--- config.mk ---
export PLATFORM = sky130hd
export DESIGN_NAME = bfgr_row_shift
export DESIGN_NICKNAME = d
export VERILOG_FILES = /design/src/rtl/bfgr_pkg.sv /design/src/rtl/bfgr_row_shift.sv
export SDC_FILE = /design/constraint.sdc
export NUM_CORES = 1
export LEC_CHECK = 0
export BUFFER_PORTS_ARGS = -buffer_cell sky130_fd_sc_hd__buf_4
export CORE_MARGIN = 4
export CORE_UTILIZATION = 35
export DETAILED_ROUTE_END_ITERATION = 8
export PLACE_DENSITY = 0.57
export SLEW_MARGIN = 20
export SYNTH_ARGS = -nofsm -noshare
export SYNTH_HDL_FRONTEND = slang
export SYNTH_SLANG_ARGS = --single-unit
export TNS_END_PERCENT = 10
--- constraint.sdc ---
create_clock -name vclk -period 1.8
set_input_delay 0.09 -clock vclk [all_inputs]
set_output_delay 0.09 -clock vclk [all_outputs]
set_load 0.005 [all_outputs]
--- src/rtl/bfgr_pkg.sv ---
// ----------------------------------------------------------------------------
// bfgr_pkg
// Shared types, codes and defaults of the bitmap font glyph renderer.
// ----------------------------------------------------------------------------
package bfgr_pkg;

   // default sizes of the font stores
   localparam int MAX_ROWS_DEF         = 32;
   localparam int STRIKE_ROW_WORDS_DEF = 64;
   localparam int GLYPH_MAX_WIDTH_DEF  = 32;
   localparam int TABLE_ENTRIES_DEF    = 258;

   // fixed widths
   localparam int ROW_W   = 6;   // glyph row counter, holds up to 63 rows
   localparam int COL_W   = 13;  // strike column of a 16-bit bit location plus two words
   localparam int CSR_DW  = 10;  // widest configuration register
   localparam int WIN_W   = 48;  // three strike words cover any 32-bit row slice

   typedef enum logic [2:0] {
      CMD_STRIKE = 3'd0,
      CMD_LOC    = 3'd1,
      CMD_OW     = 3'd2,
      CMD_START  = 3'd3,
      CMD_CHAR   = 3'd4
   } cmd_type;

   typedef enum logic [2:0] {
      CSR_FONT_KIND    = 3'd0,
      CSR_FIRST_CODE   = 3'd1,
      CSR_LAST_CODE    = 3'd2,
      CSR_MAX_WIDTH    = 3'd3,
      CSR_KERN_SHIFT   = 3'd4,
      CSR_ASCENT_ROWS  = 3'd5,
      CSR_LINE_ADVANCE = 3'd6,
      CSR_GLYPH_ROWS   = 3'd7
   } csr_index_type;

   localparam logic [1:0] KIND_FIXED  = 2'd1;
   localparam logic [1:0] KIND_NOIMG  = 2'd2;
   localparam logic       RK_ROW      = 1'b0;
   localparam logic       RK_DONE     = 1'b1;
   localparam logic [7:0] CODE_NL     = 8'd10;
   localparam logic [15:0] OW_MISSING = 16'hFFFF;

   typedef enum logic [8:0] {
      ST_IDLE   = 9'b000000001,
      ST_OW_RD  = 9'b000000010,
      ST_OW_CHK = 9'b000000100,
      ST_LOC_A  = 9'b000001000,
      ST_LOC_B  = 9'b000010000,
      ST_LOC_C  = 9'b000100000,
      ST_ROW    = 9'b001000000,
      ST_ADV    = 9'b010000000,
      ST_FIN    = 9'b100000000
   } state_type;

   typedef struct packed {
      logic        strike_we;
      logic        loc_we;
      logic        ow_we;
      logic [8:0]  index;
      logic [4:0]  row;
      logic [15:0] value;
   } store_wr_type;

endpackage

--- src/rtl/bfgr_row_shift.sv ---
// ----------------------------------------------------------------------------
// bfgr_row_shift
// Shared shift unit: aligns a three-word strike window and masks the width.
// ----------------------------------------------------------------------------
module bfgr_row_shift
   import bfgr_pkg::*;
(
   input  logic [WIN_W-1:0] window,
   input  logic [3:0]       shift,
   input  logic [5:0]       width,
   output logic [31:0]      bits
);

   logic [WIN_W-1:0] aligned;
   logic [31:0]      mask;

   assign aligned = window << shift;
   // keep the leftmost width bits, width of 32 keeps all
   assign mask    = ~(32'hFFFF_FFFF >> width);
   assign bits    = aligned[WIN_W-1 -: 32] & mask;

endmodule

==> summary.log, run 1 <==
[outcome] status completed
[job] max capacitance violation total 0
[power] power per standard cell area 314 nW/um2
[logic_synthesis] Post-Synthesis Cell Area 2430 um2
[logic_synthesis] net count after synthesis 321
[die] Die X-Extent 91.3 um
[sta] Hold Vio Cnt, Final 0
[logic_synthesis] Synth Area per Inst 9.23 um2
[setup_path] critical path's largest stage delay 0.58 ns
[clock_network] hold-fix buffer count after cts 0
[sta] total of endpoints with negative setup slack in the final report 0
[sta] fmax 0.588 GHz
[setup_path] endpoint of the most critical setup path bits[12]
[sta] period utilisation layout 94.5%
[setup_path] Arr. time, crit path 1.61 ns
[logic_synthesis] most common library cells after synthesis 33 x sky130_fd_sc_hd__mux4_2, 27 x sky130_fd_sc_hd__mux2i_1, 25 x sky130_fd_sc_hd__nand2_1
[logic_synthesis] most used standard cell by instance count after synthesis sky130_fd_sc_hd__mux4_2
[die] area enclosed by the die boundary 8340 um2
[placement] global placer's final weighted congestion 0.877
[setup_path] crit start category input pin
[setup_path] required time at the worst-slack endpoint 1.71 ns
[cells_and_area] Seq Cell Count 0
[setup_path] origin of the worst setup path shift[1]
[logic_synthesis] area share of the largest cell type after synthesis 30.6%
[global_routing] global route overflow 0
[drt] WL per Instance 18.3 um
[die] Core ar. 6760 um2
[setup_path] family with the most delay on the worst path multiplexers
[die] row cnt 30
[logic_synthesis] Synth area leaders sky130_fd_sc_hd__mux4_2 31%, sky130_fd_sc_hd__mux2i_1 11%, sky130_fd_sc_hd__mux4_1 7.6%
[sta] worst max-slew margin expressed relative to the limit 74.0%
[global_routing] GR Util All Layers 17.5%
[drt] average vias per placed instance 6.10
[setup_path] count of buffering cells on the critical path with inverters included 3
[setup_path] critical setup path kind in -> out
[logic_synthesis] synth warn 0
[die] effective utilization at floorplan 35.9%
[setup_path] Critical Path Slowest Stage Cell sky130_fd_sc_hd__mux4_1
[drt] DRC errors left 0
[drt] violation count after the first detailed-route iteration 196
[placement] HPWL reported at the end of detailed placement 6.37 mm
[global_routing] pin count of the biggest net entering global routing 31
[sta] number of max-slew violations in the final report 0
[cells_and_area] clkbuf count 0
[cells_and_area] final antenna diode count 0
[sta] WHS 0.571 ns
[placement] Buffers on Ports 89
[setup_path] count of cell instances traversed by the critical path 7
[setup_path] CP dominant cell by count sky130_fd_sc_hd__buf_4
[drt] count of nets left with antenna violations after detail routing 0
[global_routing] vias in the first global route 2404
[global_routing] number of antenna violations at the first check in global routing 0
[die] I/O pin count 90
[sta] total negative setup slack 0 ns
[cells_and_area] Area growth, synth to finish 33.8%
[logic_synthesis] Yosys cell types 43
[setup_path] crit path max fanout 15
[logic_synthesis] Seq/Total Area, Yosys 0%
[sta] transition at the pin with the smallest max-transition slack 0.380 ns
[setup_path] category of the worst setup path capture point primary output
[drt] final wirelength 7.75 mm
[sta] unrepaired setup endpoints after global routing no
[drt] number of iterations in the first detailed-routing pass 4
[cells_and_area] Filler Cell Count 695
[global_routing] first-pass GRT wire length 12.3 mm
[power] cell leakage power 1.42 nW
[logic_synthesis] Post-Synthesis Cells 263
[drt] via total after detailed routing 2581
[cells_and_area] footprint of the flip-flops and latches 0 um2
[sta] final critical delay including setup and external delays 1.70 ns
[hold_path] class of the tightest hold or removal check in -> out
[logic_synthesis] area leader, netlist sky130_fd_sc_hd__mux4_2
[cells_and_area] final net count 403
[die] height of the die 91.3 um
[cells_and_area] share of layout cells above drive strength 1 50.7%
[setup_path] critical-path cell list buf_8 > buf_4 > mux4_1 > mux2_4 > o211ai_2 > a21oi_1 > buf_4
[power] worst-case vdd ir drop 0.000146 V
-- tightest hold or removal path: stages --
cell and delay (ns):
sky130_fd_sc_hd__buf_4 0.14, sky130_fd_sc_hd__nand3_1 0.06, sky130_fd_sc_hd__a21oi_1 0.06, sky130_fd_sc_hd__buf_4 0.12
-- cell families after synthesis --
kind of cell / share of synthesized area (%)
buffers and inverters: 9.43
and+or+nand+nor: 17.0
muxes: 55.0
AOI/OAI and AO/OA: 18.5
-- through the flow --
stage               power [W]  cells  setup WS (ns)  util (%)  area (um2)
finish                0.00102    423         0.0984      48.1        3250
global route          0.00111    423         0.0113      48.1        3250
detailed placement   0.000993    421        -0.0118      47.1        3180
global placement     0.000989    421        -0.0183      47.1        3180
CTS                  0.000999    421         0.0490      47.3        3200
floorplan            0.000576    263          0.322         -        2430
-- how the worst min path moves through the flow --
stage / startpoint / to / slack [ns] / cells after the start
2_1_floorplan: width[1] / bits[18] / 0.29 / 2
3_3_place_gp: width[1] / bits[18] / 0.57 / 4
3_5_place_dp: width[1] / bits[18] / 0.57 / 4
4_1_cts: width[1] / bits[18] / 0.57 / 4
5_1_grt: width[1] / bits[18] / 0.59 / 4
6_report: width[1] / bits[18] / 0.57 / 4
-- cell type report --
type                            count  area [um2]  share of cell area [%]
Tap cell                           80         100                    3.08
Timing Repair Buffer              114         917                    28.2
Inverter                            5        18.8                   0.577
Multi-Input combinational cell    224        2210                    68.1
-- power by group --
group          switching, W  total (W)  internal, W
clock                     0          0            0
sequential                0          0            0
combinational      0.000453    0.00102     0.000569
total              0.000453    0.00102     0.000569
-- layout by cell type (no fill, tap or decap), types with 4 or more instances in the layout --
cell,instances
sky130_fd_sc_hd__a211oi_1,20
sky130_fd_sc_hd__a21oi_1,13
sky130_fd_sc_hd__a31oi_1,4
sky130_fd_sc_hd__and2_1,8
sky130_fd_sc_hd__and3_1,14
sky130_fd_sc_hd__buf_4,107
sky130_fd_sc_hd__mux2_2,11
sky130_fd_sc_hd__mux2i_1,22
sky130_fd_sc_hd__mux2i_2,5
sky130_fd_sc_hd__mux4_1,6
sky130_fd_sc_hd__mux4_2,34
sky130_fd_sc_hd__nand2_1,25
sky130_fd_sc_hd__nand3_1,4
sky130_fd_sc_hd__nor2_1,11
sky130_fd_sc_hd__nor3_1,11
sky130_fd_sc_hd__o21ai_0,4
sky130_fd_sc_hd__or2_2,4
-- layer usage --
layer	share of wire [%]	global-route usage, %	up-vias	wire length, um
li1	-	-	1229	-
met1	49	28.5	1256	3820
met2	45	26.3	94	3450
met3	5.9	1.41	2	460
met4	0.25	0.879	0	19
met5	0	0	-	0
-- timing repair --
action	4_1_cts	5_1_grt
gates resized for setup	3	8
gates cloned	0	1
endpoints found under the setup margin	7	5
setup buffers	0	1
Note: power is estimated with default switching activity, not from simulation.
==> run 2, diff against run 1 <==
==> constraint.sdc (replaced) <==
create_clock -name vclk -period 1.8
set_input_delay 0.36 -clock vclk [all_inputs]
set_output_delay 0.36 -clock vclk [all_outputs]
set_load 0.005 [all_outputs]
==> summary.log, run 2 (synthesized netlist as in run 1, its figures left out) <==
[placement] global placer's final weighted congestion 0.880
[drt] count of nets left with antenna violations after detail routing 0
[cells_and_area] most common library cell in the layout ignoring fill and taps sky130_fd_sc_hd__buf_4
[global_routing] pin count of the biggest net entering global routing 31
[setup_path] Arr. time, crit path 1.76 ns
[setup_path] Critical Path Slowest Stage Cell sky130_fd_sc_hd__mux4_2
[outcome] status finished with violations
[outcome] failing checks negative setup slack
[sta] unrepaired setup endpoints after global routing yes
[global_routing] global route overflow 0
[sta] number of max-slew violations in the final report 0
[setup_path] crit start category input pin
[global_routing] vias in the first global route 2705
[cells_and_area] final antenna diode count 0
[drt] violation count after the first detailed-route iteration 154
[job] max capacitance violation total 0
[drt] via total after detailed routing 2729
[sta] transition at the pin with the smallest max-transition slack 0.413 ns
[setup_path] critical path's largest stage delay 0.53 ns
[die] Die X-Extent 91.3 um
[sta] Hold Vio Cnt, Final 0
[sta] period utilisation layout 118%
[global_routing] first-pass GRT wire length 14.2 mm
[power] combinational power share 100.0%
[cells_and_area] share of layout cells above drive strength 1 64.3%
[setup_path] required time at the worst-slack endpoint 1.44 ns
[global_routing] met3 demand-to-capacity share in global routing 2.24%
[global_routing] layer with the highest usage after global routing met1
[global_routing] GR Util All Layers 20.1%
[power] sequential fraction of design power 0%
[drt] WL per Instance 19.0 um
[drt] number of iterations in the first detailed-routing pass 4
[power] power per standard cell area 320 nW/um2
[power] Switching Power 0.000515 W
[die] height of the die 91.3 um
[global_routing] number of antenna violations at the first check in global routing 0
[power] worst-case vdd ir drop 0.000171 V
[die] area enclosed by the die boundary 8340 um2
[cells_and_area] footprint of the flip-flops and latches 0 um2
[placement] Buffers on Ports 89
[global_routing] met1 usage 31.7%
[sta] final worst setup slack -0.323 ns
[setup_path] category of the worst setup path capture point primary output
[die] I/O pin count 90
[global_routing] met2 Resource Use GR 31.1%
[sta] total of endpoints with negative setup slack in the final report 32
[sta] worst max-slew margin expressed relative to the limit 72.4%
[setup_path] crit path max fanout 6
[setup_path] critical setup path kind in -> out
[power] internal portion of total power 0.000694 W
[cells_and_area] Seq Cell Count 0
[setup_path] critical-path cell list buf_16 > buf_12 > mux4_2 > mux2_4 > o211ai_2 > a21oi_2 > buf_4
[power] cell leakage power 1.63 nW
[sta] total negative setup slack -8.31 ns
[sta] fmax 0.471 GHz
[power] overall power of the completed layout 0.00121 W
[die] Core ar. 6760 um2
[cells_and_area] Area growth, synth to finish 55.6%
[die] row cnt 30
[drt] final wirelength 8.64 mm
[placement] HPWL reported at the end of detailed placement 7.00 mm
[hold_path] class of the tightest hold or removal check in -> out
[placement] cell area reported after detailed placement 3440 um2
[sta] final critical delay including setup and external delays 2.12 ns
[drt] average vias per placed instance 6.00
[cells_and_area] commonest non-fill, non-tap cells in the layout 128 x sky130_fd_sc_hd__buf_4, 38 x sky130_fd_sc_hd__mux4_2, 25 x sky130_fd_sc_hd__nand2_1
[power] net switching fraction of the power 42.6%
[power] clock network fraction of total power 0%
[cells_and_area] Final Cell Area 3780 um2
[cells_and_area] clkbuf count 0
[clock_network] hold-fix buffer count after cts 0
[drt] DRC errors left 0
[die] effective utilization at floorplan 35.9%
[cells_and_area] final net count 435
-- run 2: cell types whose count changed in the layout (fill, tap and decap cells not counted), sizes merged --
cell    before  now
clkbuf       1    0
buf        113  146
-- run 2: path summary, 6_finish.rpt --
check / cells after the start / slack (ns) / end / start
worst max-delay path: 7 / -0.32 / bits[12] / shift[1]
worst min-delay path: 5 / 1.22 / bits[18] / width[4]
-- run 2: through the flow --
| step | utilization (%) | hold WS (ns) | cells | setup WS [ns] |
|---|---|---|---|---|
| floorplan | - | 0.832 | 263 | -0.159 |
| global placement | 51.0 | 1.25 | 449 | -0.463 |
| detailed placement | 51.0 | 1.24 | 449 | -0.514 |
| CTS | 54.7 | 1.24 | 455 | -0.330 |
| global route | 55.9 | 1.28 | 455 | -0.387 |
| finish | 55.9 | 1.22 | 455 | -0.323 |
-- run 2: final cells by class --
type                       count  area, um2
tap                           80        100
timing repair buffer         146       1300
inverter                       5       18.8
multi-input combinational    224       2360
fill                         612       2980
-- run 2: power by group through the flow --
stage | clock network (W) | registers (W) | logic (W)
final | 0 | 0 | 0.00121
after detailed placement | 0 | 0 | 0.00106
after global placement | 0 | 0 | 0.00105
after CTS | 0 | 0 | 0.00116
after floorplan | 0 | 0 | 0.000583
after global routing | 0 | 0 | 0.00130
-- run 2: per-layer routing --
| layer | part of all wire, % | wire length, um |
|---|---|---|
| met3 | 6.9 | 596 |
| met1 | 47 | 4030 |
| met2 | 47 | 4020 |
| met5 | 0 | 0 |
| met4 | 0 | 0 |
-- run 2: critical path, delay by kind of cell --
kind / cells / cell delay [ns]
AO/OA/AOI/OAI: 2 / 0.21
buffers and inverters: 3 / 0.35
multiplexers: 2 / 0.83
-- run 2: timing repair --
item | CTS | global route
cloned | 3 | 0
endpoints found under the hold margin | 0 | 0
pin swaps | 16 | 4
buffers inserted | 3 | 0
endpoints found under the setup margin | 32 | 32
gates resized for setup | 43 | 19
==> run 3, diff against run 2 <==
--- a/config.mk
+++ b/config.mk
@@ -9,7 +9,8 @@
 export CORE_MARGIN = 4
 export CORE_UTILIZATION = 35
 export DETAILED_ROUTE_END_ITERATION = 8
-export PLACE_DENSITY = 0.57
+export PLACE_DENSITY = 0.59
+export REMOVE_ABC_BUFFERS = 1
 export SLEW_MARGIN = 20
 export SYNTH_ARGS = -nofsm -noshare
 export SYNTH_HDL_FRONTEND = slang
==> constraint.sdc (replaced) <==
create_clock -name vclk -period 1.7
set_input_delay 0.34 -clock vclk [all_inputs]
set_output_delay 0.34 -clock vclk [all_outputs]
set_load 0.005 [all_outputs]
==> summary.log, run 3 (synthesized netlist as in run 1, its figures left out) <==
[sta] worst max-slew margin expressed relative to the limit 65.7%
[cells_and_area] final net count 448
[power] Switching Power 0.000548 W
[setup_path] category of the worst setup path capture point primary output
[placement] placed cells 465
[cells_and_area] Layout Cells excl Fill 468
[hold_path] hold path depth 4
[power] overall power of the completed layout 0.00129 W
[cells_and_area] clkbuf count 0
[hold_path] class of the tightest hold or removal check in -> out
[cells_and_area] final antenna diode count 0
[global_routing] GR Util All Layers 19.8%
[placement] HPWL reported at the end of detailed placement 7.15 mm
[cells_and_area] commonest non-fill, non-tap cells in the layout 146 x sky130_fd_sc_hd__buf_4, 38 x sky130_fd_sc_hd__mux4_2, 25 x sky130_fd_sc_hd__nand2_1
[global_routing] vias in the first global route 2727
[global_routing] pin count of the biggest net entering global routing 20
[power] net switching fraction of the power 42.5%
[placement] cell area reported after detailed placement 3530 um2
[power] sequential fraction of design power 0%
[power] internal portion of total power 0.000741 W
[global_routing] number of antenna violations at the first check in global routing 0
[sta] fmax 0.474 GHz
[setup_path] critical setup path kind in -> out
[global_routing] first-pass GRT wire length 13.8 mm
[die] area enclosed by the die boundary 8340 um2
[die] height of the die 91.3 um
[cells_and_area] most common library cell in the layout ignoring fill and taps sky130_fd_sc_hd__buf_4
[sta] unrepaired setup endpoints after global routing yes
[drt] final wirelength 8.62 mm
[power] combinational power share 100.0%
[sta] transition at the pin with the smallest max-transition slack 0.515 ns
[placement] Buffers on Ports 89
[power] clock network fraction of total power 0%
[die] I/O pin count 90
[drt] WL per Instance 18.4 um
[setup_path] crit start category input pin
[drt] DRC errors left 0
[sta] total negative setup slack -10.64 ns
[die] row cnt 30
[cells_and_area] Area growth, synth to finish 57.5%
[sta] final worst setup slack -0.410 ns
[drt] average vias per placed instance 6.00
[drt] count of nets left with antenna violations after detail routing 0
[cells_and_area] Final Cell Area 3820 um2
[job] max capacitance violation total 0
[outcome] status finished with violations
[setup_path] crit path max fanout 7
[die] effective utilization at floorplan 35.9%
[power] cell leakage power 1.68 nW
[drt] violation count after the first detailed-route iteration 176
[drt] via total after detailed routing 2808
[sta] Hold Vio Cnt, Final 0
[cells_and_area] share of layout cells above drive strength 1 64.7%
[setup_path] required time at the worst-slack endpoint 1.36 ns
[die] Core ar. 6760 um2
[placement] global placer's final weighted congestion 0.860
[power] power per standard cell area 337 nW/um2
[sta] period utilisation layout 124%
[global_routing] global route overflow 0
[power] worst-case vdd ir drop 0.000158 V
[sta] final critical delay including setup and external delays 2.11 ns
[setup_path] Arr. time, crit path 1.77 ns
[hold_path] terminating pin of the worst hold path bits[18]
[sta] number of max-slew violations in the final report 0
[sta] total of endpoints with negative setup slack in the final report 32
[hold_path] startpoint of the worst hold path width[4]
[drt] number of iterations in the first detailed-routing pass 4
[die] Die X-Extent 91.3 um
[cells_and_area] Seq Cell Count 0
[cells_and_area] Filler Cell Count 623
[cells_and_area] footprint of the flip-flops and latches 0 um2
[cells_and_area] final core utilization 56.6%
[outcome] failing checks negative setup slack
==> run 3: cell types whose count changed in the layout (fill, tap and decap cells not counted), sizes merged <==
| cell | before | now |
|---|---|---|
| buf | 146 | 159 |
==> run 3: critical path, cell delays in order <==
cell	delay, ns
sky130_fd_sc_hd__buf_16	0.11
sky130_fd_sc_hd__buf_6	0.10
sky130_fd_sc_hd__mux4_2	0.56
sky130_fd_sc_hd__mux2i_2	0.25
sky130_fd_sc_hd__nor3_2	0.05
sky130_fd_sc_hd__a31o_2	0.22
sky130_fd_sc_hd__buf_4	0.13
==> run 3: worst max-delay path by stage <==
stage                   from       end  slack (ns)  cells after the start
floorplan           shift[3]   bits[5]       -0.30                      3
global placement    shift[1]  bits[18]       -0.58                      8
detailed placement  shift[1]   bits[2]       -0.61                      6
CTS                 shift[1]   bits[5]       -0.43                      7
global route        shift[1]   bits[0]       -0.45                      7
finish              shift[1]   bits[4]       -0.41                      7
==> run 3: what timing repair did <==
item	in CTS	in global routing
setup endpoints to repair	32	32
pin swaps	10	8
cloned	2	0
hold buffers	0	0
buffers inserted	0	1
resized for setup	40	27
==> run 3: layout make-up <==
type | count | area (um2) | area share (%)
multi-input combinational | 224 | 2360 | 61.8
timing repair buffer | 159 | 1340 | 35.0
tap | 80 | 100 | 2.62
inverter | 5 | 21.3 | 0.556
==> run 3: metal layers <==
metal  wire [um]  vias up  track usage, %  share of wire, %
met2        4080       95            31.7                47
met4          93        0            2.39               1.1
li1            -     1319               -                 -
met1        3960     1386            30.1                46
met3         484        8            1.49               5.6
met5           0        -               0                 0
==> run 3: per-stage QoR <==
step                      hold WS, ns  worst slack [ns]
after floorplan                 0.731            -0.298
after global placement           1.10            -0.582
after detailed placement         1.09            -0.611
after CTS                        1.07            -0.429
after global routing             1.09            -0.447
final                            1.07            -0.410
==> run 3: power groups by stage <==
stage	registers, W	clock network [W]	logic, W
finish	0	0	0.00129
CTS	0	0	0.00122
global placement	0	0	0.00113
floorplan	0	0	0.000511
detailed placement	0	0	0.00114
global route	0	0	0.00138
